$ cat src/edn_pkg.sv
// ----------------------------------------------------------------------------
// edn_pkg: shared types and constants for the edit distance nearest match
// Opcodes, beat structs and sizing for the front/back split.
// ----------------------------------------------------------------------------
package edn_pkg;

  localparam int MaxLen   = 32;
  localparam int MaxCands = 16;
  localparam int LenW     = $clog2(MaxLen + 1);
  localparam int IdxW     = $clog2(MaxLen);
  localparam int CntW     = $clog2(MaxCands + 1);
  localparam int DistW    = 6;
  localparam int QDepth   = 4;
  localparam int QPtrW    = $clog2(QDepth);

  localparam logic [2:0] OP_START = 3'd0;
  localparam logic [2:0] OP_QCHAR = 3'd1;
  localparam logic [2:0] OP_CCHAR = 3'd2;
  localparam logic [2:0] OP_CEND  = 3'd3;
  localparam logic [2:0] OP_LEND  = 3'd4;

  localparam logic [DistW-1:0] DistSat = '1;

  typedef struct packed {
    logic [2:0] op;
    logic [7:0] ch;
  } in_beat_t;

  typedef struct packed {
    logic             kind;
    logic [DistW-1:0] distance;
    logic [3:0]       cand_index;
    logic [3:0]       best_index;
    logic [DistW-1:0] best_distance;
    logic             found;
    logic             truncated;
  } out_beat_t;

  // classified command from front to back
  typedef struct packed {
    logic [2:0] op;
    logic [7:0] ch;
  } cmd_t;

endpackage

$ cat src/edn_front.sv
// ----------------------------------------------------------------------------
// edn_front: input side with a short command queue
// Accepts input beats, drops unknown opcodes and buffers the rest.
// ----------------------------------------------------------------------------
module edn_front
  import edn_pkg::*;
(
  input  logic     clk,
  input  logic     rst_n,
  input  logic     in_valid,
  output logic     in_stall,
  input  in_beat_t in_data,
  output logic     cmd_valid,
  input  logic     cmd_take,
  output cmd_t     cmd
);

  cmd_t             q_r [QDepth];
  logic [QPtrW-1:0] wr_r, rd_r;
  logic [QPtrW:0]   cnt_r;
  logic             push, keep;

  assign in_stall  = (cnt_r == (QPtrW+1)'(QDepth));
  assign keep      = (in_data.op <= OP_LEND);
  assign push      = in_valid && !in_stall && keep;
  assign cmd_valid = (cnt_r != '0);
  assign cmd       = q_r[rd_r];

  // queue storage
  always_ff @(posedge clk) begin
    if (push) begin
      q_r[wr_r] <= '{op: in_data.op, ch: in_data.ch};
    end
  end

  // queue pointers
  always_ff @(posedge clk) begin
    if (!rst_n) begin
      wr_r  <= '0;
      rd_r  <= '0;
      cnt_r <= '0;
    end else begin
      if (push) wr_r <= wr_r + 1'b1;
      if (cmd_take) rd_r <= rd_r + 1'b1;
      cnt_r <= cnt_r + (QPtrW+1)'(push) - (QPtrW+1)'(cmd_take);
    end
  end

  a_take_nonempty: assert property (@(posedge clk) disable iff (!rst_n)
    cmd_take |-> cmd_valid) else $error("take from empty queue");
  a_no_overflow: assert property (@(posedge clk) disable iff (!rst_n)
    cnt_r <= (QPtrW+1)'(QDepth)) else $error("queue overflow");
  a_full_stall: assert property (@(posedge clk) disable iff (!rst_n)
    (cnt_r == (QPtrW+1)'(QDepth)) |-> in_stall) else $error("full not stalled");

endmodule

$ cat src/edn_back.sv
// ----------------------------------------------------------------------------
// edn_back: DP row engine and result register
// Updates the edit distance row with one query cell per cycle.
// ----------------------------------------------------------------------------
module edn_back
  import edn_pkg::*;
(
  input  logic      clk,
  input  logic      rst_n,
  input  logic      cmd_valid,
  output logic      cmd_take,
  input  cmd_t      cmd,
  output logic      out_valid,
  input  logic      out_stall,
  output out_beat_t out_data
);

  localparam logic [1:0] ST_IDLE = 2'd0;
  localparam logic [1:0] ST_ROW  = 2'd1;

  logic [1:0]       st_r, st_nxt;
  logic [7:0]       qch_r [MaxLen];
  // row cells 1..MaxLen; cell 0 always equals the kept candidate length
  logic [DistW-1:0] row_r [MaxLen];
  logic             rv_r [MaxLen];
  logic [LenW-1:0]  qlen_r, clen_r;
  logic [CntW-1:0]  ccnt_r;
  logic [3:0]       bidx_r;
  logic [DistW-1:0] bdist_r, diag_r;
  logic             found_r, trunc_r;
  logic [7:0]       cch_r;
  logic [LenW-1:0]  i_r;
  logic             out_hold, emit;
  logic [IdxW-1:0]  cell_idx;
  out_beat_t        od_r;

  logic [DistW-1:0] rd_i, rd_im1, nval, m1, cand_dist, ent;
  logic             accept;

  // row entries read as their index until rewritten
  function automatic logic [DistW-1:0] rowv(input logic v, input logic [DistW-1:0] d,
                                            input int k);
    return v ? d : DistSat & DistW'(k);
  endfunction

  assign cell_idx = i_r[IdxW-1:0] - 1'b1;

  always_comb begin
    rd_i   = '0;
    rd_im1 = DistW'(clen_r);
    ent    = DistW'(clen_r);
    for (int k = 1; k <= MaxLen; k++) begin
      if (LenW'(k) == i_r) rd_i = rowv(rv_r[k-1], row_r[k-1], k);
      if (LenW'(k) == i_r - 1'b1) rd_im1 = rowv(rv_r[k-1], row_r[k-1], k);
      if (LenW'(k) == qlen_r) ent = rowv(rv_r[k-1], row_r[k-1], k);
    end
    m1   = (rd_i < rd_im1) ? rd_i : rd_im1;
    m1   = (m1 < diag_r) ? m1 : diag_r;
    nval = (qch_r[cell_idx] == cch_r) ? diag_r : m1 + 1'b1;
    cand_dist = ent;
    accept = (!found_r || cand_dist < bdist_r) &&
             ({1'b0, cand_dist} <= {1'b0, DistW'(clen_r >> 1)});
  end

  assign out_hold = out_valid && out_stall;
  assign cmd_take = cmd_valid && (st_r == ST_IDLE) && !out_hold;
  assign emit     = cmd_take && (cmd.op == OP_LEND ||
                    (cmd.op == OP_CEND && ccnt_r < CntW'(MaxCands)));
  assign out_data = od_r;

  always_comb begin
    st_nxt = st_r;
    case (st_r)
      ST_IDLE: if (cmd_take && cmd.op == OP_CCHAR && clen_r < LenW'(MaxLen) &&
                   qlen_r != '0) st_nxt = ST_ROW;
      ST_ROW:  if (i_r == qlen_r) st_nxt = ST_IDLE;
      default: st_nxt = ST_IDLE;
    endcase
  end

  // query store and row cells
  always_ff @(posedge clk) begin
    if (cmd_take && cmd.op == OP_QCHAR && qlen_r < LenW'(MaxLen))
      qch_r[qlen_r[IdxW-1:0]] <= cmd.ch;
    if (cmd_take && cmd.op == OP_CCHAR) begin
      cch_r  <= cmd.ch;
      diag_r <= DistW'(clen_r);
      i_r    <= LenW'(1);
    end
    if (st_r == ST_ROW) begin
      row_r[cell_idx] <= nval;
      diag_r          <= rd_i;
      i_r             <= i_r + 1'b1;
    end
  end

  // control and search state
  always_ff @(posedge clk) begin
    if (!rst_n) begin
      st_r <= ST_IDLE;
      qlen_r <= '0; clen_r <= '0; ccnt_r <= '0;
      bidx_r <= '0; bdist_r <= DistSat; found_r <= 1'b0; trunc_r <= 1'b0;
      out_valid <= 1'b0;
      for (int k = 0; k < MaxLen; k++) rv_r[k] <= 1'b0;
    end else begin
      st_r <= st_nxt;
      out_valid <= emit || out_hold;
      if (st_r == ST_ROW) rv_r[cell_idx] <= 1'b1;
      if (cmd_take) begin
        case (cmd.op)
          OP_START: begin
            qlen_r <= '0; clen_r <= '0; ccnt_r <= '0;
            bidx_r <= '0; bdist_r <= DistSat; found_r <= 1'b0; trunc_r <= 1'b0;
            for (int k = 0; k < MaxLen; k++) rv_r[k] <= 1'b0;
          end
          OP_QCHAR: begin
            if (qlen_r < LenW'(MaxLen)) qlen_r <= qlen_r + 1'b1;
            else trunc_r <= 1'b1;
          end
          OP_CCHAR: begin
            if (clen_r < LenW'(MaxLen)) clen_r <= clen_r + 1'b1;
            else trunc_r <= 1'b1;
          end
          OP_CEND: begin
            clen_r <= '0;
            for (int k = 0; k < MaxLen; k++) rv_r[k] <= 1'b0;
            if (ccnt_r >= CntW'(MaxCands)) trunc_r <= 1'b1;
            else begin
              ccnt_r <= ccnt_r + 1'b1;
              if (accept) begin
                found_r <= 1'b1; bdist_r <= cand_dist; bidx_r <= ccnt_r[3:0];
              end
              od_r <= '{kind: 1'b0, distance: cand_dist, cand_index: ccnt_r[3:0],
                        best_index: accept ? ccnt_r[3:0] : bidx_r,
                        best_distance: accept ? cand_dist : bdist_r,
                        found: accept | found_r, truncated: trunc_r};
            end
          end
          OP_LEND: begin
            clen_r <= '0;
            for (int k = 0; k < MaxLen; k++) rv_r[k] <= 1'b0;
            od_r <= '{kind: 1'b1, distance: '0, cand_index: '0, best_index: bidx_r,
                      best_distance: bdist_r, found: found_r, truncated: trunc_r};
          end
          default: ;
        endcase
      end
    end
  end

  a_row_bound: assert property (@(posedge clk) disable iff (!rst_n)
    (st_r == ST_ROW) |-> (i_r <= qlen_r && i_r != '0)) else $error("row index out of range");
  a_no_take_busy: assert property (@(posedge clk) disable iff (!rst_n)
    (st_r == ST_ROW) |-> !cmd_take) else $error("command taken mid row");
  a_hold: assert property (@(posedge clk) disable iff (!rst_n)
    (out_valid && out_stall) |=> out_valid) else $error("result dropped");

endmodule

$ cat src/edit_distance_nearest_match.sv
// ----------------------------------------------------------------------------
// edit_distance_nearest_match: nearest candidate by Levenshtein distance
// Front queue classifies beats; back engine walks the DP row.
// ----------------------------------------------------------------------------
// flow: a beat passes through the front queue to the row engine, and its result is
// registered when the engine takes it
// engine use: a candidate char holds the engine while it walks the query row (one cell
// per cycle); other beats do not; a stalled result holds the engine
// reset: synchronous active-low rst_n; row reads as its index, no best found
module edit_distance_nearest_match
  import edn_pkg::*;
(
  input  logic      clk,
  input  logic      rst_n,
  input  logic      in_valid,
  output logic      in_stall,
  input  in_beat_t  in_data,
  output logic      out_valid,
  input  logic      out_stall,
  output out_beat_t out_data
);

  logic cmd_valid, cmd_take;
  cmd_t cmd;

  edn_front u_front (
    .clk, .rst_n, .in_valid, .in_stall, .in_data,
    .cmd_valid, .cmd_take, .cmd
  );

  edn_back u_back (
    .clk, .rst_n, .cmd_valid, .cmd_take, .cmd,
    .out_valid, .out_stall, .out_data
  );

endmodule

$ cat config.mk
export PLATFORM = sky130hd
export DESIGN_NAME = edit_distance_nearest_match
export DESIGN_NICKNAME = d
export VERILOG_FILES = /design/src/edn_pkg.sv /design/src/edn_front.sv /design/src/edn_back.sv /design/src/edit_distance_nearest_match.sv
export SDC_FILE = /design/constraint.sdc
export NUM_CORES = 1
export LEC_CHECK = 0
export BUFFER_PORTS_ARGS = -buffer_cell sky130_fd_sc_hd__buf_2
export CAP_MARGIN = 20
export CORE_UTILIZATION = 34
export CTS_CLUSTER_DIAMETER = 30
export DETAILED_ROUTE_END_ITERATION = 10
export MAX_ROUTING_LAYER = met4
export PLACE_DENSITY = 0.51
export SYNTH_ARGS = -nofsm -noshare
export SYNTH_HDL_FRONTEND = slang
export SYNTH_SLANG_ARGS = --single-unit
$ cat constraint.sdc
create_clock -name clk -period 20.9 [get_ports clk]
set_input_delay 4.18 -clock clk [delete_from_list [all_inputs] [get_ports clk]]
set_output_delay 4.18 -clock clk [all_outputs]
set_load 0.005 [all_outputs]
==> results.cfg, run 1 <==
[global_route]
grt_usage_pct = 33.6
antenna_found_initial = 10
grt_pass1_vias = 26800
gr-total-overflow = 0
grt_max_degree = 38
grt_pass1_wl_um = 215000

[yosys]
synth-seq-area-share_pct = 54.8
synth-edff-count = 535
synth_most_common_cell = edfxtp_1
yosys-top-cells-area = edfxtp_1 (50%), mux4_2 (5.9%), dfxtp_1 (4.5%)
synth-main-ff-cell = edfxtp_1
ys_warn_count = 0
syn_area_um2 = 31900
synth_commonest_cells = edfxtp_1 (535), nand2_1 (319), nor2_1 (273)
synth-async-reset-ratio_pct = 0
postSynthCellCount = 2846
ys_seq_elements = 607
ys_types = 108
synth_top_area_cell = edfxtp_1
synth_top_cell_area_share_pct = 50.3
synth_nets = 2903
synth_area_per_cell_um2 = 11.2

[job]
drv_cap = 0

[die]
dieArea_um2 = 95200
core_area_um2 = 93200
fp.dieH_um = 309
ios = 40
rows = 112
start_util_pct = 34.3
die_w_um = 309

[worst_setup_path]
cp-startpoint = u_back.i_r[0]$_SDFFCE_PN1P_
arrival_ps = 10240
r2r_slack_ps = 11030
reg2reg_to = u_back.row_r[15][1]$_DFFE_PP_
reg2reg_from = u_back.i_r[0]$_SDFFCE_PN1P_
endpoint = u_back.row_r[15][1]$_DFFE_PP_
worstSetupEndpointType = register
critical_path_class = register to register
start_kind = register
crit_path_max_fanout = 32
required_ps = 21260
reg2reg_depth = 27

[clocking]
holdBufCountCts = 0
cts-root-buf = clkbuf_16
cts_tree = yes
htreeDepth = 4
cts_made_buffers = 142
clockBufferDepth = 3
cts.sinks = 607
clock_latency_ps = 750
post_cts_buffers = 0
ctsResizeCount = 0
path_clk_slew_ps = 40

[sta]
hold_violations = 0
fmax_ghz = 0.101
finalCritPeriodShare_pct = 47.2
fin_crit_ps = 9870
finalSetupViolCount = 0
finClkSkew_ps = 36.6
rsz0062_at_grt = no
drv_slew = 0
maxSlewHeadroom_pct = 10.5
tightest_slew_ps = 1340
holdWs_ps = 462
setup_tns_ps = 0

[placed_design]
routabilityCongestion = 1.03
io_buffers = 39
hpwl_um = 116000
placed_area_um2 = 33800

[drt]
drtIter0Drc = 3291
post_drt_wl_per_cell_um = 35.9
drt_pass1_iterations = 6
drt_wl_total_um = 156000
via_per_inst = 6.25
drc = 0
detail-route-antenna-nets = 0
dr_total_vias = 27100

[final_layout]
stdcell_area_um2 = 38700
drive_gt1_share_pct = 17.1
final_nets = 3019
area_growth_pct = 21.2

[power_and_ir_drop]
power_density_nw_per_um2 = 137
ir_worst_vdd_mv = 0.180
leakagePower_nw = 12.9

[min_path]
hold_path.class = register to register
whs_path_depth = 2

[run_status]
status = completed
[area by class of cell]
type,instances,area [um^2]
Fill cell,8895,54500
Sequential cell,607,17500
Multi-Input combinational cell,2033,13700
Clock buffer,171,3770
Tap cell,1254,1570
Clock inverter,92,1110
Timing Repair Buffer,128,907
Inverter,50,188
Antenna cell,6,15.0
[where the power goes]
part	leakage, nW	internal [mW]	switching [mW]
clock	2.35	1.45	0.754
combinational	5.11	0.321	1.04
sequential	5.42	1.71	0.0283
total	12.9	3.48	1.82
[placed cells by master, fill, tap and decap left out, types with 41 or more instances in the layout]
| master | netlist | routed |
|---|---|---|
| a21oi_1 | 143 | 141 |
| a31oi_1 | 46 | 46 |
| buf_4 | 4 | 82 |
| clkbuf_16 | 0 | 144 |
| dfxtp_1 | 72 | 72 |
| edfxtp_1 | 535 | 535 |
| inv_1 | 50 | 50 |
| mux4_2 | 83 | 83 |
| nand2_1 | 319 | 319 |
| nand2b_1 | 50 | 50 |
| nand3_1 | 100 | 100 |
| nor2_1 | 273 | 270 |
| nor2b_1 | 73 | 70 |
| nor3_1 | 70 | 70 |
| o211ai_1 | 41 | 41 |
| o21ai_0 | 161 | 158 |
| o22ai_1 | 42 | 42 |
[flip-flops by register name, summed over array words and instances (netlist names), 2 cells and up, named ones only]
register         count
u_back.rv_r         32
u_back.i_r           6
u_front.rd_r         2
u_front.cnt_r        3
u_front.wr_r         2
u_front.q_r         44
u_back.bidx_r        4
u_back.clen_r        6
u_back.qch_r       256
u_back.row_r       192
u_back.qlen_r        6
u_back.diag_r        6
u_back.ccnt_r        5
u_back.bdist_r       6
u_back.out_data     23
u_back.cch_r         8
[how the worst min path moves through the flow]
| stage | start | endpoint | slack [ps] |
|---|---|---|---|
| final | u_back.found_r$_SDFFE_PN0P_ | u_back.found_r$_SDFFE_PN0P_ | 460 |
| after global routing | u_back.trunc_r$_SDFFE_PN0P_ | u_back.out_data[0]$_DFFE_PP_ | 490 |
| after CTS | u_back.found_r$_SDFFE_PN0P_ | u_back.found_r$_SDFFE_PN0P_ | 470 |
| after detailed placement | u_back.found_r$_SDFFE_PN0P_ | u_back.found_r$_SDFFE_PN0P_ | 450 |
| after global placement | u_back.found_r$_SDFFE_PN0P_ | u_back.found_r$_SDFFE_PN0P_ | 460 |
| after floorplan | u_back.trunc_r$_SDFFE_PN0P_ | u_back.out_data[0]$_DFFE_PP_ | 410 |
[stage by stage]
| step | worst slack, ps | power [mW] | std cells | utilization [%] |
|---|---|---|---|---|
| finish | 11030 | 5.30 | 4341 | 41.6 |
| global route | 10680 | 5.46 | 4339 | 41.6 |
| CTS | 11250 | 5.33 | 4332 | 41.5 |
| detailed placement | 11330 | 3.13 | 4069 | 36.3 |
| global placement | 11170 | 3.10 | 4064 | 36.2 |
| floorplan | 11480 | 2.43 | 2846 | - |
[logic make-up after synthesis]
family	after synthesis	share of synthesized area (%)
xor+xnor	36	0.987
flops	607	54.8
compound gates	774	16.7
mux	114	6.88
fa+ha+maj	42	1.67
simple gates	1067	16.2
buf+inv	206	2.77
[critical path: stages, from the launching register on]
cell and delay, ps:
edfxtp_1 630, inv_1 250, ha_1 200, buf_4 340, nand2b_1 240, o31ai_1 840
nand2_1 770, o22ai_1 490, a311oi_1 150, o32ai_1 530, a2111oi_0 250, a2111o_1 470
ha_1 200, a21o_1 170, a21o_1 170, a21oi_1 240, nor3b_1 280, a31oi_2 240
mux2_2 380, ha_1 320, a21oi_1 160, nor2b_1 60, o21ai_0 150, nand2b_1 150
a31oi_4 320, o21ai_0 220, ha_1 310, mux2_2 890
[per-layer routing]
| metal | vias up | track usage [%] | share of wire (%) |
|---|---|---|---|
| met5 | - | - | 0 |
| met4 | 0 | 16.3 | 5.4 |
| met3 | 387 | 7.25 | 8.0 |
| met2 | 1529 | 52.0 | 46 |
| met1 | 13800 | 41.5 | 40 |
| li1 | 11400 | - | - |
Power figures use the tool's default switching activity.
==> run 2: changes to the inputs <==
Settings changed: PLACE_DENSITY 0.51 to 0.53.
Clock period 20.9 ns to 8.7 ns, I/O delays scaled along.
==> run 2 against run 1 <==
Final cell count grew 2.2%. Clock-buffer cell count shrank 21. Fmax grew 20%. First-iteration DRC count grew 3.2%. Largest power group unchanged.
==> results.cfg, run 2 (synthesis gave the netlist of run 1 again) <==
[run_status]
status = completed

[drt]
drt_wl_total_um = 148000
drtIter0Drc = 3396
drc = 0
via_per_inst = 6.17
dr_total_vias = 27400
post_drt_wl_per_cell_um = 33.4
detail-route-antenna-nets = 0
drt_pass1_iterations = 8

[sta]
fin_crit_ps = 8220
tightest_slew_ps = 1270
rsz0062_at_grt = no
finClkSkew_ps = 48.4
holdWs_ps = 466
hold_violations = 0
drv_slew = 0
finalSetupViolCount = 0
maxSlewHeadroom_pct = 14.8
fmax_ghz = 0.122
finalCritPeriodShare_pct = 94.5

[min_path]
hold_path.class = register to register

[final_layout]
final_cell_mix = edfxtp_1 (535), nand2_1 (319), nor2_1 (271), buf_4 (187), o21ai_0 (158)
final_nets = 3125
fillCellCount = 8779
drive_gt1_share_pct = 19.9
layout_commonest_cell = edfxtp_1
area_growth_pct = 24.3
largest_reg_flops = 256
stdcell_area_um2 = 39700

[power_and_ir_drop]
pwr-share-clk_pct = 40.6
pwr-share-seq_pct = 31.0
power.internal_mw = 8.98
ir_worst_vdd_mv = 0.479
power_density_nw_per_um2 = 336
switching_power_mw = 4.37
combPwrFrac_pct = 28.3
p_sw_share_pct = 32.7
leakagePower_nw = 13.4

[clocking]
clockBufferDepth = 3
cts.sinks = 607
clock_latency_ps = 760
path_clk_slew_ps = 50
htreeDepth = 4
cts_tree = yes
cts_made_buffers = 132
cts-root-buf = clkbuf_16
holdBufCountCts = 0

[worst_setup_path]
critPathMaxStageDelay_ps = 620
worstSetupEndpointType = register
crit_path_max_fanout = 32
critical_path_class = register to register
r2r_slack_ps = 480
start_kind = register
worst-path-buf-inv = 6
crit_top_cell = buf_4
cp_slowest_cell = o21ai_0
required_ps = 9130
critical_path.top_delay_family = compound AO/OA/AOI/OAI gates
arrival_ps = 8660

[placed_design]
io_buffers = 39
routabilityCongestion = 1.11
hpwl_um = 112000
placed_area_um2 = 34700

[die]
fp.dieH_um = 309
core_area_um2 = 93200
start_util_pct = 34.3
ios = 40
die_w_um = 309
rows = 112
dieArea_um2 = 95200

[global_route]
grt_max_degree = 35
grt_pass1_wl_um = 207000
grt_usage_pct = 32.0
grt_pass1_vias = 26800
gr-total-overflow = 0
antenna_found_initial = 6

[job]
drv_cap = 0
-- run 2: changes by cell type in the layout (fill, tap and decap cells not counted), moves of 4 or more --
| cell | previous run | this run |
|---|---|---|
| bufinv_16 | 12 | 25 |
| clkinvlp_4 | 8 | 15 |
| clkinv_1 | 15 | 11 |
| buf_12 | 0 | 11 |
| buf_4 | 82 | 187 |
| clkbuf_1 | 20 | 13 |
| diode_2 | 6 | 2 |
| clkbuf_16 | 144 | 133 |
| clkinv_2 | 23 | 10 |
-- run 2: repair_timing --
action                                  CTS  global route
buffers inserted                          0             0
endpoints found under the setup margin    0           130
gates resized for setup                   0             3
-- run 2: layer usage --
metal / GRT usage, % / share of wire [%]
met2: 49.3 / 46
met5: - / 0
met4: 15.5 / 5.7
met1: 40.2 / 41
met3: 6.35 / 7.5
-- run 2: worst paths after layout --
check                                            startpoint                           end  depth (start not counted)
worst max-delay path            u_back.i_r[0]$_SDFFCE_PN1P_  u_back.row_r[9][5]$_DFFE_PP_                         28
worst min-delay path            u_back.trunc_r$_SDFFE_PN0P_  u_back.out_data[0]$_DFFE_PP_                          0
worst max register to register  u_back.i_r[0]$_SDFFCE_PN1P_  u_back.row_r[9][5]$_DFFE_PP_                         28
worst min register to register  u_back.trunc_r$_SDFFE_PN0P_  u_back.out_data[0]$_DFFE_PP_                          0
-- run 2: area by class of cell --
cell class | count | area (um^2) | area share (%)
flip-flops and latches | 607 | 17500 | 44.1
multi-input cells | 2033 | 13600 | 34.3
clock buffers | 150 | 3440 | 8.67
repair buffers | 244 | 1870 | 4.72
well taps | 1254 | 1570 | 3.95
clock inverters | 95 | 1490 | 3.74
inverters | 50 | 188 | 0.473
diodes | 2 | 5.00 | 0.0126
-- run 2: power groups by stage --
| stage | Sequential (mW) | Combinational (mW) | Clock [mW] |
|---|---|---|---|
| final | 4.14 | 3.78 | 5.42 |
| after global routing | 4.15 | 4.01 | 5.65 |
| after CTS | 4.15 | 3.83 | 5.50 |
| after detailed placement | 4.20 | 3.81 | 0 |
| after global placement | 4.19 | 3.75 | 0 |
| after floorplan | 4.18 | 1.65 | 0 |
-- run 2: through the flow --
| step | power (mW) | cells | utilization [%] | setup TNS [ps] | worst slack (ps) |
|---|---|---|---|---|---|
| floorplan | 5.82 | 2846 | - | -9610 | -170 |
| detailed placement | 8.01 | 4186 | 37.3 | 0 | 379 |
| CTS | 13.5 | 4431 | 42.6 | 0 | 341 |
| global placement | 7.94 | 4181 | 37.2 | 0 | 495 |
| global route | 13.8 | 4434 | 42.6 | 0 | 37.8 |
| finish | 13.3 | 4435 | 42.6 | 0 | 476 |
-- run 2: worst register-to-register path, delay by kind of cell (launching register included) --
family | cells | cell delay [ps]
buffers and inverters | 6 | 1170
adder cells (fa/ha/maj) | 3 | 1050
AND/OR/NAND/NOR | 6 | 1800
multiplexers | 2 | 500
AO/OA/AOI/OAI | 11 | 2960
flip-flops | 1 | 390
